[src/rtl/core/lru_pkg.sv]
// Shared constants and types for the LRU page replacement unit.
package lru_pkg;

  localparam int unsigned MAX_FRAMES_DEF = 16;
  localparam int unsigned PAGE_BITS_DEF  = 16;

  localparam int unsigned FRAMES_W   = 5;
  localparam logic [FRAMES_W-1:0] FRAMES_RST = 5'd16;

  localparam int unsigned COUNT_W = 16;

  localparam int unsigned APB_AW = 3;
  localparam int unsigned APB_DW = 32;

  // Word index of each configuration register
  localparam logic [APB_AW-3:0] REG_FRAMES_IN_USE = '0;

  // Per-beat command broadcast along the cell row
  typedef struct packed {
    logic load;   // a reference beat is accepted this cycle
    logic flush;  // that beat ends the reference string
  } lru_cmd_t;

endpackage

[src/rtl/core/lru_in_if.sv]
// Reference channel: one page reference per beat.
interface lru_in_if
  import lru_pkg::*;
#(
  parameter int unsigned PAGE_BITS = PAGE_BITS_DEF
) ();
  logic                 valid;
  logic                 ready;
  logic [PAGE_BITS-1:0] page_number;
  logic                 last_ref;

  modport source (output valid, page_number, last_ref, input ready);
  modport sink   (input valid, page_number, last_ref, output ready);
endinterface

[src/rtl/core/lru_out_if.sv]
// Result channel: fault, eviction and running fault count per beat.
interface lru_out_if
  import lru_pkg::*;
#(
  parameter int unsigned PAGE_BITS = PAGE_BITS_DEF
) ();
  logic                 valid;
  logic                 ready;
  logic                 fault;
  logic                 evict_valid;
  logic [PAGE_BITS-1:0] evicted_page;
  logic [COUNT_W-1:0]   fault_count;
  logic                 is_last;

  modport source (output valid, fault, evict_valid, evicted_page, fault_count, is_last,
                  input ready);
  modport sink   (input valid, fault, evict_valid, evicted_page, fault_count, is_last,
                  output ready);
endinterface

[src/rtl/core/lru_page_replacement_unit.sv]
// LRU page replacement unit: top level with config register, fault count and result register.
//
// Each beat on req_i is one page reference; each produces exactly one result beat on rsp_o.
// For each reference, all stack cells compare the page in parallel, a hit flag ripples
// down the cell row, and every cell shifts or holds at the same edge, so references are
// accepted back to back at one per cycle. The result sits in an output register; a new
// reference is taken whenever that register is empty or being drained. frames_in_use
// (byte address 0) sets capacity; 0 acts as 1 and values above MAX_FRAMES act as
// MAX_FRAMES. A reference with last_ref set clears the stack and fault count after its
// result is formed. No clearing pass is needed after reset.
module lru_page_replacement_unit
  import lru_pkg::*;
#(
  parameter int unsigned MAX_FRAMES = MAX_FRAMES_DEF,
  parameter int unsigned PAGE_BITS  = PAGE_BITS_DEF
) (
  input  logic              clk_i,
  input  logic              rst_ni,
  lru_in_if.sink            req_i,
  lru_out_if.source         rsp_o,
  input  logic              psel,
  input  logic              penable,
  input  logic              pwrite,
  input  logic [APB_AW-1:0] paddr,
  input  logic [APB_DW-1:0] pwdata,
  output logic [APB_DW-1:0] prdata,
  output logic              pready
);

  localparam int unsigned CAP_W = $clog2(MAX_FRAMES + 1);

  logic [FRAMES_W-1:0]  frames_q;
  logic [CAP_W-1:0]     cap;
  logic [COUNT_W-1:0]   count_q, count_d, count_inc;
  logic                 accept;
  logic                 reg_sel;
  lru_cmd_t             cmd;
  logic                 hit;
  logic                 evict_valid;
  logic [PAGE_BITS-1:0] evicted_page;

  logic                 out_valid_q;
  logic                 fault_q;
  logic                 evict_valid_q;
  logic [PAGE_BITS-1:0] evicted_page_q;
  logic [COUNT_W-1:0]   fault_count_q;
  logic                 is_last_q;

  // configuration port
  assign pready  = 1'b1;
  assign reg_sel = paddr[APB_AW-1:2] == REG_FRAMES_IN_USE;
  assign prdata  = reg_sel ? APB_DW'(frames_q) : '0;

  always_comb begin
    if (frames_q == '0) begin
      cap = CAP_W'(1);
    end else if (32'(frames_q) > MAX_FRAMES) begin
      cap = CAP_W'(MAX_FRAMES);
    end else begin
      cap = CAP_W'(frames_q);
    end
  end

  // handshake
  assign req_i.ready = !out_valid_q || rsp_o.ready;
  assign accept      = req_i.valid && req_i.ready;
  assign cmd.load    = accept;
  assign cmd.flush   = req_i.last_ref;

  lru_chain #(
    .MAX_FRAMES(MAX_FRAMES),
    .PAGE_BITS (PAGE_BITS),
    .CAP_W     (CAP_W)
  ) u_chain (
    .clk_i         (clk_i),
    .rst_ni        (rst_ni),
    .cmd_i         (cmd),
    .cap_i         (cap),
    .ref_page_i    (req_i.page_number),
    .hit_o         (hit),
    .evict_valid_o (evict_valid),
    .evicted_page_o(evicted_page)
  );

  // saturating fault count
  assign count_inc = (!hit && count_q != '1) ? count_q + COUNT_W'(1) : count_q;
  assign count_d   = req_i.last_ref ? '0 : count_inc;

  always_ff @(posedge clk_i or negedge rst_ni) begin
    if (!rst_ni) begin
      frames_q    <= FRAMES_RST;
      count_q     <= '0;
      out_valid_q <= 1'b0;
    end else begin
      if (psel && penable && pwrite && reg_sel) begin
        frames_q <= pwdata[FRAMES_W-1:0];
      end
      if (accept) begin
        count_q     <= count_d;
        out_valid_q <= 1'b1;
      end else if (rsp_o.ready) begin
        out_valid_q <= 1'b0;
      end
    end
  end

  // result register, loaded with each accepted beat
  always_ff @(posedge clk_i) begin
    if (accept) begin
      fault_q        <= ~hit;
      evict_valid_q  <= evict_valid;
      evicted_page_q <= evicted_page;
      fault_count_q  <= count_inc;
      is_last_q      <= req_i.last_ref;
    end
  end

  assign rsp_o.valid        = out_valid_q;
  assign rsp_o.fault        = fault_q;
  assign rsp_o.evict_valid  = evict_valid_q;
  assign rsp_o.evicted_page = evicted_page_q;
  assign rsp_o.fault_count  = fault_count_q;
  assign rsp_o.is_last      = is_last_q;

endmodule

[src/rtl/core/lru_cell.sv]
// One slot of the LRU stack: holds a page, compares and shifts from its upper neighbour.
module lru_cell
  import lru_pkg::*;
#(
  parameter int unsigned IDX       = 0,
  parameter int unsigned PAGE_BITS = PAGE_BITS_DEF,
  parameter int unsigned CAP_W     = 5
) (
  input  logic                 clk_i,
  input  logic                 rst_ni,
  input  lru_cmd_t             cmd_i,
  input  logic                 fault_i,
  input  logic [CAP_W-1:0]     cap_i,
  input  logic [PAGE_BITS-1:0] ref_page_i,
  input  logic [PAGE_BITS-1:0] up_page_i,
  input  logic                 up_valid_i,
  input  logic                 seen_i,
  output logic [PAGE_BITS-1:0] page_o,
  output logic                 valid_o,
  output logic                 seen_o,
  output logic                 evict_o,
  output logic [PAGE_BITS-1:0] evict_page_o
);

  logic [PAGE_BITS-1:0] page_q, page_d;
  logic                 valid_q, valid_d;
  logic                 match;
  logic                 in_cap;
  logic                 cap_slot;

  assign match    = valid_q && (page_q == ref_page_i);
  assign in_cap   = cap_i > CAP_W'(IDX);
  assign cap_slot = cap_i == CAP_W'(IDX + 1);

  assign seen_o       = seen_i | match;
  assign evict_o      = valid_q & cap_slot;
  assign evict_page_o = evict_o ? page_q : '0;
  assign page_o       = page_q;
  assign valid_o      = valid_q;

  always_comb begin
    page_d  = page_q;
    valid_d = valid_q;
    if (cmd_i.load) begin
      if (fault_i) begin
        // push: slots inside capacity shift down, the rest drop out
        if (in_cap) begin
          page_d  = up_page_i;
          valid_d = up_valid_i;
        end else begin
          valid_d = 1'b0;
        end
      end else if (!seen_i) begin
        // hit further down: shift down to close the gap
        page_d  = up_page_i;
        valid_d = up_valid_i;
      end
      if (cmd_i.flush) begin
        valid_d = 1'b0;
      end
    end
  end

  always_ff @(posedge clk_i or negedge rst_ni) begin
    if (!rst_ni) begin
      valid_q <= 1'b0;
    end else begin
      valid_q <= valid_d;
    end
  end

  always_ff @(posedge clk_i) begin
    page_q <= page_d;
  end

endmodule

[src/rtl/core/lru_chain.sv]
// Row of stack cells with the hit chain and the eviction read-out.
module lru_chain
  import lru_pkg::*;
#(
  parameter int unsigned MAX_FRAMES = MAX_FRAMES_DEF,
  parameter int unsigned PAGE_BITS  = PAGE_BITS_DEF,
  parameter int unsigned CAP_W      = 5
) (
  input  logic                 clk_i,
  input  logic                 rst_ni,
  input  lru_cmd_t             cmd_i,
  input  logic [CAP_W-1:0]     cap_i,
  input  logic [PAGE_BITS-1:0] ref_page_i,
  output logic                 hit_o,
  output logic                 evict_valid_o,
  output logic [PAGE_BITS-1:0] evicted_page_o
);

  logic [PAGE_BITS-1:0] page   [MAX_FRAMES+1];
  logic                 valid  [MAX_FRAMES+1];
  logic                 seen   [MAX_FRAMES+1];
  logic [PAGE_BITS-1:0] ev_page[MAX_FRAMES];
  logic                 ev     [MAX_FRAMES];
  logic                 fault;

  // top slot is fed by the referenced page itself
  assign page[0]  = ref_page_i;
  assign valid[0] = 1'b1;
  assign seen[0]  = 1'b0;

  assign hit_o = seen[MAX_FRAMES];
  assign fault = ~seen[MAX_FRAMES];

  for (genvar k = 0; k < MAX_FRAMES; k++) begin : g_cell
    lru_cell #(
      .IDX      (k),
      .PAGE_BITS(PAGE_BITS),
      .CAP_W    (CAP_W)
    ) u_cell (
      .clk_i       (clk_i),
      .rst_ni      (rst_ni),
      .cmd_i       (cmd_i),
      .fault_i     (fault),
      .cap_i       (cap_i),
      .ref_page_i  (ref_page_i),
      .up_page_i   (page[k]),
      .up_valid_i  (valid[k]),
      .seen_i      (seen[k]),
      .page_o      (page[k+1]),
      .valid_o     (valid[k+1]),
      .seen_o      (seen[k+1]),
      .evict_o     (ev[k]),
      .evict_page_o(ev_page[k])
    );
  end

  // only the slot at capacity-1 drives a non-zero page
  always_comb begin
    evict_valid_o  = 1'b0;
    evicted_page_o = '0;
    for (int k = 0; k < MAX_FRAMES; k++) begin
      evict_valid_o  = evict_valid_o | ev[k];
      evicted_page_o = evicted_page_o | ev_page[k];
    end
    evict_valid_o = evict_valid_o & fault;
    if (!fault) begin
      evicted_page_o = '0;
    end
  end

endmodule

[src/flat_wrapper.sv]
// flat-port wrapper written by rule: the top's interface ports become plain ports
module lru_page_replacement_unit_flat import lru_pkg::*;
#(
  parameter int unsigned MAX_FRAMES = MAX_FRAMES_DEF,
  parameter int unsigned PAGE_BITS  = PAGE_BITS_DEF
)
  (clk_i, rst_ni, psel, penable, pwrite, paddr, pwdata, prdata, pready, req_i_valid, req_i_page_number, req_i_last_ref, req_i_ready, rsp_o_valid, rsp_o_fault, rsp_o_evict_valid, rsp_o_evicted_page, rsp_o_fault_count, rsp_o_is_last, rsp_o_ready);
  lru_in_if #(.PAGE_BITS(PAGE_BITS)) req_i_i ();
  lru_out_if #(.PAGE_BITS(PAGE_BITS)) rsp_o_i ();
  input  logic clk_i;
  input  logic rst_ni;
  input  logic psel;
  input  logic penable;
  input  logic pwrite;
  input  logic [APB_AW-1:0] paddr;
  input  logic [APB_DW-1:0] pwdata;
  output logic [APB_DW-1:0] prdata;
  output logic pready;
  input wire logic [$bits(req_i_i.valid)-1:0] req_i_valid;
  input wire logic [$bits(req_i_i.page_number)-1:0] req_i_page_number;
  input wire logic [$bits(req_i_i.last_ref)-1:0] req_i_last_ref;
  output wire logic [$bits(req_i_i.ready)-1:0] req_i_ready;
  output wire logic [$bits(rsp_o_i.valid)-1:0] rsp_o_valid;
  output wire logic [$bits(rsp_o_i.fault)-1:0] rsp_o_fault;
  output wire logic [$bits(rsp_o_i.evict_valid)-1:0] rsp_o_evict_valid;
  output wire logic [$bits(rsp_o_i.evicted_page)-1:0] rsp_o_evicted_page;
  output wire logic [$bits(rsp_o_i.fault_count)-1:0] rsp_o_fault_count;
  output wire logic [$bits(rsp_o_i.is_last)-1:0] rsp_o_is_last;
  input wire logic [$bits(rsp_o_i.ready)-1:0] rsp_o_ready;
  assign req_i_i.valid = req_i_valid;
  assign req_i_i.page_number = req_i_page_number;
  assign req_i_i.last_ref = req_i_last_ref;
  assign req_i_ready = req_i_i.ready;
  assign rsp_o_valid = rsp_o_i.valid;
  assign rsp_o_fault = rsp_o_i.fault;
  assign rsp_o_evict_valid = rsp_o_i.evict_valid;
  assign rsp_o_evicted_page = rsp_o_i.evicted_page;
  assign rsp_o_fault_count = rsp_o_i.fault_count;
  assign rsp_o_is_last = rsp_o_i.is_last;
  assign rsp_o_i.ready = rsp_o_ready;
  lru_page_replacement_unit #(.MAX_FRAMES(MAX_FRAMES), .PAGE_BITS(PAGE_BITS)) u_core (.clk_i(clk_i), .rst_ni(rst_ni), .req_i(req_i_i), .rsp_o(rsp_o_i), .psel(psel), .penable(penable), .pwrite(pwrite), .paddr(paddr), .pwdata(pwdata), .prdata(prdata), .pready(pready));
endmodule
[config.mk]
export PLATFORM = sky130hd
export DESIGN_NAME = lru_page_replacement_unit_flat
export DESIGN_NICKNAME = d
export VERILOG_FILES = /design/src/rtl/core/lru_pkg.sv /design/src/rtl/core/lru_in_if.sv /design/src/rtl/core/lru_out_if.sv /design/src/rtl/core/lru_page_replacement_unit.sv /design/src/rtl/core/lru_cell.sv /design/src/rtl/core/lru_chain.sv /design/src/flat_wrapper.sv
export SDC_FILE = /design/constraint.sdc
export NUM_CORES = 1
export LEC_CHECK = 0
export BUFFER_PORTS_ARGS = -buffer_cell sky130_fd_sc_hd__buf_2
export CAP_MARGIN = 20
export CORE_UTILIZATION = 60
export CTS_BUF_LIST = sky130_fd_sc_hd__clkbuf_4 sky130_fd_sc_hd__clkbuf_8
export CTS_CLUSTER_DIAMETER = 200
export DETAILED_ROUTE_END_ITERATION = 8
export GPL_TIMING_DRIVEN = 0
export HOLD_SLACK_MARGIN = 0.12
export PLACE_DENSITY = 0.87
export SLEW_MARGIN = 25
export SYNTH_ARGS = -nofsm -noshare
export SYNTH_HDL_FRONTEND = slang
export SYNTH_SLANG_ARGS = --single-unit
export TNS_END_PERCENT = 50
[constraint.sdc]
create_clock -name clk_i -period 5.6 [get_ports clk_i]
set_input_delay 1.12 -clock clk_i [delete_from_list [all_inputs] [get_ports clk_i]]
set_output_delay 1.12 -clock clk_i [all_outputs]
set_load 0.1 [all_outputs]
# [Word-level counts from Yosys, hierarchy flattened]
# Index checks and enable logic that the tools add are counted.
[totals] ff_bits=329 inputBits=59
[classes] add_sub_neg=1 order_cmp=17 n_eq_ne=63 n_mux=133 bitwise_logic=64 reduce_logical=73
[op_table] cell="$mux 16" count=65
[op_table] cell="$eq 16x16->1" count=16
[op_table] cell="$or 16x16->16" count=15
[op_table] cell="$mux 1" count=65
[op_table] cell="$ne 3x3->1 const B" count=15
[op_table] cell="$reduce_and 3->1" count=15
[op_table] cell="$eq 5x4->1 const B" count=8
[op_table] cell="$gt 5x4->1 const B" count=8
[op_table] cell="$reduce_bool 2->1" count=17
[op_table] cell="$reduce_and 2->1" count=16
[op_table] cell="$ne 2x2->1 const B" count=15
[op_table] cell="$or 1x1->1" count=30
[op_table] cell="$logic_and 1x1->1" count=21
[op_table] cell="$eq 5x3->1 const B" count=4
[op_table] cell="$gt 5x3->1 const B" count=4
[op_table] cell="$and 1x1->1" count=17
[op_table] cell="$add 16x1->16 const B" count=1
[op_table] cell="$ne 16x16->1 const B" count=1
[op_table] cell="$mux 5" count=3
[op_table] cell="$eq 5x2->1 const B" count=2
[op_table] cell="$gt 5x1->1 const B" count=2
[op_table] cell="$gt 5x2->1 const B" count=2
[op_table] cell="$eq 5x1->1 const B" count=1
[op_table] cell="$eq 5x5->1 const B" count=1
[op_table] cell="5 further kinds" count=7

# [Longest topological paths before layout]
# Gate-level depths: netlist (run 1).
[depth] depth_word=21 depth_mapped=12

# [By module]
# Synthesis (run 1) repeated with hierarchy kept, for this count alone.
[hier_totals] hier_cells=1386 area_unflattened_um2=17407.9
[modules_own_cells] module="lru_page_replacement_unit" n_inst=1 cells_per_inst=238 area_each_um2=2882.8 seq_area_each_um2=1602.8
[modules_own_cells] module="lru_cell (u_core.u_chain.g_cell[4].u_cell ...)" n_inst=2 cells_per_inst=66 area_each_um2=870.8 seq_area_each_um2=505.5
[modules_own_cells] module="lru_cell (u_core.u_chain.g_cell[10].u_cell)" n_inst=1 cells_per_inst=68 area_each_um2=905.9 seq_area_each_um2=505.5
[modules_own_cells] module="lru_cell (u_core.u_chain.g_cell[12].u_cell)" n_inst=1 cells_per_inst=67 area_each_um2=895.9 seq_area_each_um2=505.5
[modules_own_cells] module="lru_cell (u_core.u_chain.g_cell[9].u_cell)" n_inst=1 cells_per_inst=69 area_each_um2=879.6 seq_area_each_um2=505.5
[modules_own_cells] module="lru_cell (u_core.u_chain.g_cell[11].u_cell)" n_inst=1 cells_per_inst=66 area_each_um2=872.1 seq_area_each_um2=505.5
[modules_own_cells] module="lru_cell (u_core.u_chain.g_cell[0].u_cell)" n_inst=1 cells_per_inst=66 area_each_um2=868.3 seq_area_each_um2=505.5
[modules_own_cells] module="lru_cell (u_core.u_chain.g_cell[13].u_cell)" n_inst=1 cells_per_inst=65 area_each_um2=868.3 seq_area_each_um2=505.5
[modules_own_cells] module="lru_cell (u_core.u_chain.g_cell[3].u_cell)" n_inst=1 cells_per_inst=66 area_each_um2=865.8 seq_area_each_um2=505.5
[modules_own_cells] module="lru_cell (u_core.u_chain.g_cell[7].u_cell)" n_inst=1 cells_per_inst=65 area_each_um2=865.8 seq_area_each_um2=505.5
[modules_own_cells] module="lru_cell (u_core.u_chain.g_cell[15].u_cell)" n_inst=1 cells_per_inst=65 area_each_um2=860.8 seq_area_each_um2=505.5
[modules_own_cells] module="lru_cell (u_core.u_chain.g_cell[2].u_cell)" n_inst=1 cells_per_inst=66 area_each_um2=860.8 seq_area_each_um2=505.5
[modules_own_cells] module="lru_cell (u_core.u_chain.g_cell[1].u_cell)" n_inst=1 cells_per_inst=65 area_each_um2=859.6 seq_area_each_um2=505.5
[modules_own_cells] module="lru_cell (u_core.u_chain.g_cell[5].u_cell)" n_inst=1 cells_per_inst=67 area_each_um2=859.6 seq_area_each_um2=505.5
[modules_own_cells] module="3 more rows"

# [Worst setup path before layout (run 1)]
# Ideal clock, no wire load.
[synth_path] kind="input to register" from="input rsp_o_ready" to="register u_core.u_chain.g_cell[3].u_cell.page_q[0], enable pin" setup_time_ps=409 arrival_ps=4954 required_ps=5191 path_slack_ps=236 cell_stages=6 path_buffers=1 cell_sequence="nand2b_1 -> nand2_1 -> inv_1 -> clkbuf_1 -> nand2_1 -> nor3_1"
[synth_between] elab_chain_cells=3
[synth_rtl] item="start, declared" line_no="flat_wrapper.sv:29" text="input wire logic [$bits(rsp_o_i.ready)-1:0] rsp_o_ready;"
[synth_rtl] item="$logic_or 1x1->1" line_no="lru_page_replacement_unit.sv:65" text="assign req_i.ready = !out_valid_q || rsp_o.ready;"
[synth_rtl] item="$logic_and 1x1->1" line_no="lru_page_replacement_unit.sv:66" text="assign accept = req_i.valid && req_i.ready;"
[synth_rtl] item="via u_core.accept" line_no="lru_page_replacement_unit.sv:35" text="logic accept;"
[synth_rtl] item="$reduce_and 3->1 (no source line)"
[synth_rtl] item="end signal, assigned" line_no="lru_cell.sv:73" text="page_q <= page_d;"
[synth_rtl] item="end, declared" line_no="lru_cell.sv:25" text="logic [PAGE_BITS-1:0] page_q, page_d;"
# The timed path passes the listed nets, and every way through them passes these cells.
# A chain may end at the register's enable or synchronous reset.

# [Worst setup path in the final report (run 1)]
[layout_path] from="input req_i_page_number[14]" to="register u_core.u_chain.g_cell[14].u_cell.page_q[11], enable pin"
[layout_between] elab_chain_cells=19 elab_cells_between_ends=50
[layout_rtl] item="start, declared" line_no="flat_wrapper.sv:20" text="input wire logic [$bits(req_i_i.page_number)-1:0] req_i_page_number;"
[layout_rtl] item="$eq 16x16->1" line_no="lru_cell.sv:31" text="assign match = valid_q && (page_q == ref_page_i);"
[layout_rtl] item="$logic_and 1x1->1" line_no="lru_cell.sv:31"
[layout_rtl] item="$or 1x1->1 (15 in series)" line_no="lru_cell.sv:35" text="assign seen_o = seen_i | match;"
[layout_rtl] item="$ne 2x2->1 (no source line) / $reduce_bool 2->1 (equally long branches)"
[layout_rtl] item="$reduce_and 3->1 (no source line) (*)"
[layout_rtl] item="end signal, assigned" line_no="lru_cell.sv:73"
[layout_rtl] item="end, declared" line_no="lru_cell.sv:25"
# Every way passes the cells marked *; elsewhere a longest branch is shown, timed or not.

==> results of run 1 <==
-- worst paths after layout --
path                                                       startpoint                                          end  slack, ns  depth (start not counted)
hold / removal             u_core.u_chain.g_cell[13].u_cell.page_o[6]   u_core.u_chain.g_cell[14].u_cell.page_o[6]       0.49                          0
setup reg to reg            u_core.u_chain.g_cell[1].u_cell.page_o[9]  u_core.u_chain.g_cell[14].u_cell.page_o[11]       1.58                          9
min in group asynchronous                                      rst_ni                            u_core.count_q[6]       0.66                          1
max in group asynchronous                                      rst_ni      u_core.u_chain.g_cell[1].u_cell.valid_o       4.37                          1
hold reg to reg            u_core.u_chain.g_cell[13].u_cell.page_o[6]   u_core.u_chain.g_cell[14].u_cell.page_o[6]       0.49                          0
setup / recovery                                req_i_page_number[14]  u_core.u_chain.g_cell[14].u_cell.page_o[11]       1.17                         12
-- where the power goes --
| part | internal [mW] | switching (mW) |
|---|---|---|
| sequential | 2.98 | 0.254 |
| clock | 1.19 | 1.02 |
| combinational | 0.306 | 0.848 |
| total | 4.48 | 2.12 |
-- metal layers --
metal  vias up  track usage, %  share of wire, %
li1       5389               -                 -
met1      6129            54.5                38
met2       979            58.5                44
met3       180            8.58                13
met4         0            20.4               5.7
met5         -               0                 0
-- sequential cells by signal, summed over array words and instances (netlist names) --
register	count
u_core.rsp_o.valid	1
u_core.frames_q	5
u_core.u_chain.g_cell.u_cell.valid_o	16
u_core.rsp_o.evict_valid	1
u_core.u_chain.g_cell.u_cell.page_o	256
u_core.rsp_o.fault	1
u_core.rsp_o.is_last	1
u_core.rsp_o.fault_count	16
u_core.rsp_o.evicted_page	16
u_core.count_q	16
-- per-stage QoR --
step | setup slack (ns) | utilization [%] | area (um2)
6_report | 1.17 | 69.7 | 19000
5_1_grt | 1.08 | 69.7 | 19000
4_1_cts | 1.27 | 69.7 | 19000
3_5_place_dp | 0.650 | 65.6 | 17900
3_3_place_gp | -0.502 | 65.2 | 17800
2_1_floorplan | 0.236 | - | 16900
-- worst register-to-register path: cells and delay by family, from the launching register on --
kind / cells / cell delay [ns]
AOI/OAI and AO/OA: 2 / 0.88
xor gates and xnor gates: 1 / 0.42
buffers and inverters: 1 / 0.29
DFF: 1 / 0.47
and+or+nand+nor: 5 / 1.60
-- cell families (layout without fill, tap and decap cells) --
group,count (synthesis),count (layout)
other,2,28
XOR/XNOR,271,271
adder cells (fa/ha/maj),1,1
AO/OA/AOI/OAI,220,220
AND/OR/NAND/NOR,389,389
flip-flops,329,329
multiplexers,9,9
buffers and inverters,126,304
-- cells in the mapped netlist, types with 22 or more instances --
cell	number	area, um2
xnor2_1	121	1060
nand3_1	46	230
clkbuf_1	43	161
and3_1	23	144
xor2_1	150	1310
dfrtp_1	37	926
or4_1	22	165
nand2_1	59	221
nand4_1	48	300
buf_4	50	375
nor4_1	41	257
edfxtp_1	291	8740
nor2_1	68	255
a22oi_1	102	766
-- area by class of cell --
class,count,area [um2]
sequential,329,9690
timing repair buffer,77,412
buffer,110,716
clock buffer,77,953
inverter,16,60.1
fill,1996,8260
multi-input combinational,918,6530
tap,372,465
clock inverter,24,168
==> impl_metrics.toml, run 1 <==
[worst_setup_path]
critPathBufInv = 4
critPathLaunchType = "input pin"
crit_fanout = 16
cp-end-kind = "flip-flop"
critPathMostFrequentCell = "buf_4"
worstPathCellList = "buf_2, buf_4, buf_4, xor2_1, nor4_1, nand4_1, o32ai_1, nor4_4, nand2_4, buf_4, a211oi_1, nor2_2"
required_ns = 5.81
worst_path_max_delay_cell = "nor2_2"
cp_data_arrival_time_ns = 4.64
worstSetupPathType = "in -> reg"
critPathTopFamily = "simple AND/OR/NAND/NOR gates"
cpPeakStageDelay_ns = 0.69

[sta]
maxSlewHeadroom_pct = 38.2
tns_ns = 0
tightest_slew_ns = 0.921
setup_violations = 0
hold_viol_final = 0
skew_ns = 0.0277
period_minus_slack_ns = 4.43
worst_hold_slack_ns = 0.491
period_share_pct = 79.1
maxSlewViolCount = 0
fmax_ghz = 0.226
rsz0062_at_grt = "false"

[layout]
nets = 1567
syn2layout_area_growth_pct = 12.7
drive_above_1_share_pct = 18.1
final_common_cell = "edfxtp_1"
final_cells = 1923
final_cell_mix = "edfxtp_1 (291), xor2_1 (150), xnor2_1 (121)"
n_antenna_cell = 0

[die]
io_pins = 129
core-area_um2 = 27300
die_w_um = 170
dieArea_um2 = 28800
die_h_um = 170
rows = 60
initial_core_util_pct = 61.8

[synth]
synth_area_um2 = 16800
synth_top_family_by_area = "XOR/XNOR gates"
synth_cells = 1347
ys_types = 75
synthMuxAreaShare_pct = 0.587
avgSynthCellArea_um2 = 12.5
synth_simple_gate_area_share_pct = 13.1
synth-compound-area-share_pct = 10.0
synth_xor_area_share_pct = 14.1
ys_ff_latch = 329
synth-adder-area-share_pct = 0.0743
ys_seq_area_share_pct = 57.5
async_reset_ff_share_pct = 11.6
synth-edff-count = 291
synthFlopType = "edfxtp_1"
yosysWarnings = 0

[global_routing]
grt_pass1_vias = 12149
overflow = 0
antenna_found_initial = 1
grt_pass1_wl_um = 79200
grt_max_degree = 45
grt_usage_pct = 39.3

[place]
post-place-cells = 1822
hpwl_um = 43600
portBuffers = 71
gp_congestion = 1.03

[route]
num_vias = 12677
first_iter_violations = 1932
ant_nets = 0
drt-vias-per-instance = 6.59
drc = 0
wl_per_cell_um = 28.9
drtPass1Iterations = 8
routed_wl_um = 55600

[clock_tree]
cts_made_buffers = 55
insertion_delay_ns = 0.61
cts-resized-gates = 0
cts_root_buf = "clkbuf_8"
cts_tree = "yes"
clockBufferDepth = 3
htreeDepth = 2
clock-sinks = 329
clk_pin_slew_ns = 0.06
hold_buffers = 0
cts_setup_buffers = 0

[worst_hold_path]
hp-class = "reg -> reg"

[status]
status = "completed"

[power_and_ir_drop]
leakage_nw = 6.86
power.density_nw_per_um2 = 347
ir_worst_vdd_mv = 0.319
power.total_mw = 6.60

[flow_run]
drv_cap = 0
(Power assumes the default switching activity.)
==> run 2: changes to the inputs <==
- clock period: 5.6 -> 4.4 ns (I/O delays scaled with it)
==> impl_metrics.toml, run 2 (same netlist as run 1, synthesis figures left out) <==
[worst_hold_path]
hp-class = "in -> async"

[sta]
skew_ns = 0.0286
period_share_pct = 96.2
rsz0062_at_grt = "false"
setup_violations = 0
hold_viol_final = 0
tightest_slew_ns = 0.944
maxSlewViolCount = 0
tns_ns = 0
fmax_ghz = 0.236
fin_ws_ns = 0.168
worst_hold_slack_ns = 0.396
period_minus_slack_ns = 4.23
maxSlewHeadroom_pct = 37.0

[global_routing]
grt_max_degree = 45
antenna_found_initial = 0
grt_usage_pct = 39.3
grt_pass1_wl_um = 79100
overflow = 0
grt_pass1_vias = 12193

[route]
num_vias = 12752
routed_wl_um = 55700
drtPass1Iterations = 7
wl_per_cell_um = 29.0
first_iter_violations = 1815
ant_nets = 0
drc = 0
drt-vias-per-instance = 6.64

[die]
core-area_um2 = 27300
rows = 60
die_h_um = 170
dieArea_um2 = 28800
io_pins = 129
die_w_um = 170
initial_core_util_pct = 61.8

[status]
status = "completed"

[worst_setup_path]
worstSetupPathType = "in -> reg"
cp_data_arrival_time_ns = 4.46
cp-end-kind = "flip-flop"
crit_fanout = 16
required_ns = 4.63
critPathLaunchType = "input pin"

[layout]
fillers = 1959
syn2layout_area_growth_pct = 12.7
final_cells = 1921
final_cell_mix = "edfxtp_1 (291), xor2_1 (150), xnor2_1 (121)"
largest_register_ffs = 256
final_common_cell = "edfxtp_1"
n_antenna_cell = 0
finalInstanceArea_um2 = 19000
nets = 1565
drive_above_1_share_pct = 18.0

[place]
hpwl_um = 43800
post-place-cells = 1821
gp_congestion = 1.03
dpl_cell_area_um2 = 17900
portBuffers = 71
dp_slack_ns = -0.236

[clock_tree]
clockBufferDepth = 3
cts_setup_buffers = 0
cts_root_buf = "clkbuf_8"
insertion_delay_ns = 0.63
cts_made_buffers = 54
clock-sinks = 329
cts_tree = "yes"
cts-resized-gates = 0
clk_pin_slew_ns = 0.06
htreeDepth = 2
hold_buffers = 0

[flow_run]
drv_cap = 0

[power_and_ir_drop]
leakage_nw = 6.85
ir_worst_vdd_mv = 0.319
power.density_nw_per_um2 = 441
-- run 2: stage by stage --
step | util, % | total power, mW
floorplan | - | 5.08
global placement | 65.2 | 5.54
detailed placement | 65.6 | 5.60
CTS | 69.7 | 8.33
global route | 69.7 | 8.56
finish | 69.7 | 8.38
-- run 2: path summary, 6_finish.rpt --
path,endpoint,start,cells after the start,slack (ns)
worst max-delay path,u_core.u_chain.g_cell[14].u_cell.page_o[7],req_i_page_number[14],12,0.17
worst min-delay path,u_core.count_q[6],rst_ni,1,0.40
worst max register to register,u_core.u_chain.g_cell[13].u_cell.page_o[10],u_core.u_chain.g_cell[0].u_cell.page_o[3],10,0.27
worst min register to register,u_core.u_chain.g_cell[15].u_cell.page_o[1],u_core.u_chain.g_cell[14].u_cell.page_o[1],0,0.49
max in group asynchronous,u_core.u_chain.g_cell[2].u_cell.valid_o,rst_ni,1,3.42
min in group clk_i,u_core.u_chain.g_cell[0].u_cell.page_o[15],req_i_page_number[15],1,0.45
-- run 2: worst max-delay path: stages --
cell and delay [ns]:
buf_2 0.10, buf_4 0.17, buf_4 0.21, xor2_1 0.22, nor4_1 0.47, nand4_1 0.28
o32ai_1 0.56, nor4_4 0.13, nand2_4 0.16, buf_4 0.27, a211oi_1 0.19, nor2_2 0.78
-- run 2: cell type report --
cell class / count / area (um2) / area share, %
inverters: 16 / 60.1 / 0.316
well taps: 372 / 465 / 2.45
clock buffers: 81 / 990 / 5.21
flip-flops and latches: 329 / 9690 / 51.0
repair buffers: 76 / 408 / 2.15
plain buffers: 110 / 716 / 3.77
multi-input cells: 918 / 6540 / 34.4
clock inverters: 19 / 120 / 0.632
-- run 2: report_power, final --
group	switching (mW)	internal [mW]	leakage [nW]
Sequential	0.337	3.79	3.23
Clock	1.29	1.50	0.592
Combinational	1.08	0.389	3.02
-- run 2: routing by layer --
metal	vias up	GRT usage [%]	wire length (um)
met2	965	58.2	24200
met3	164	11.0	7360
li1	5391	-	-
met5	-	0	0
met1	6232	53.0	21100
met4	0	20.2	2970
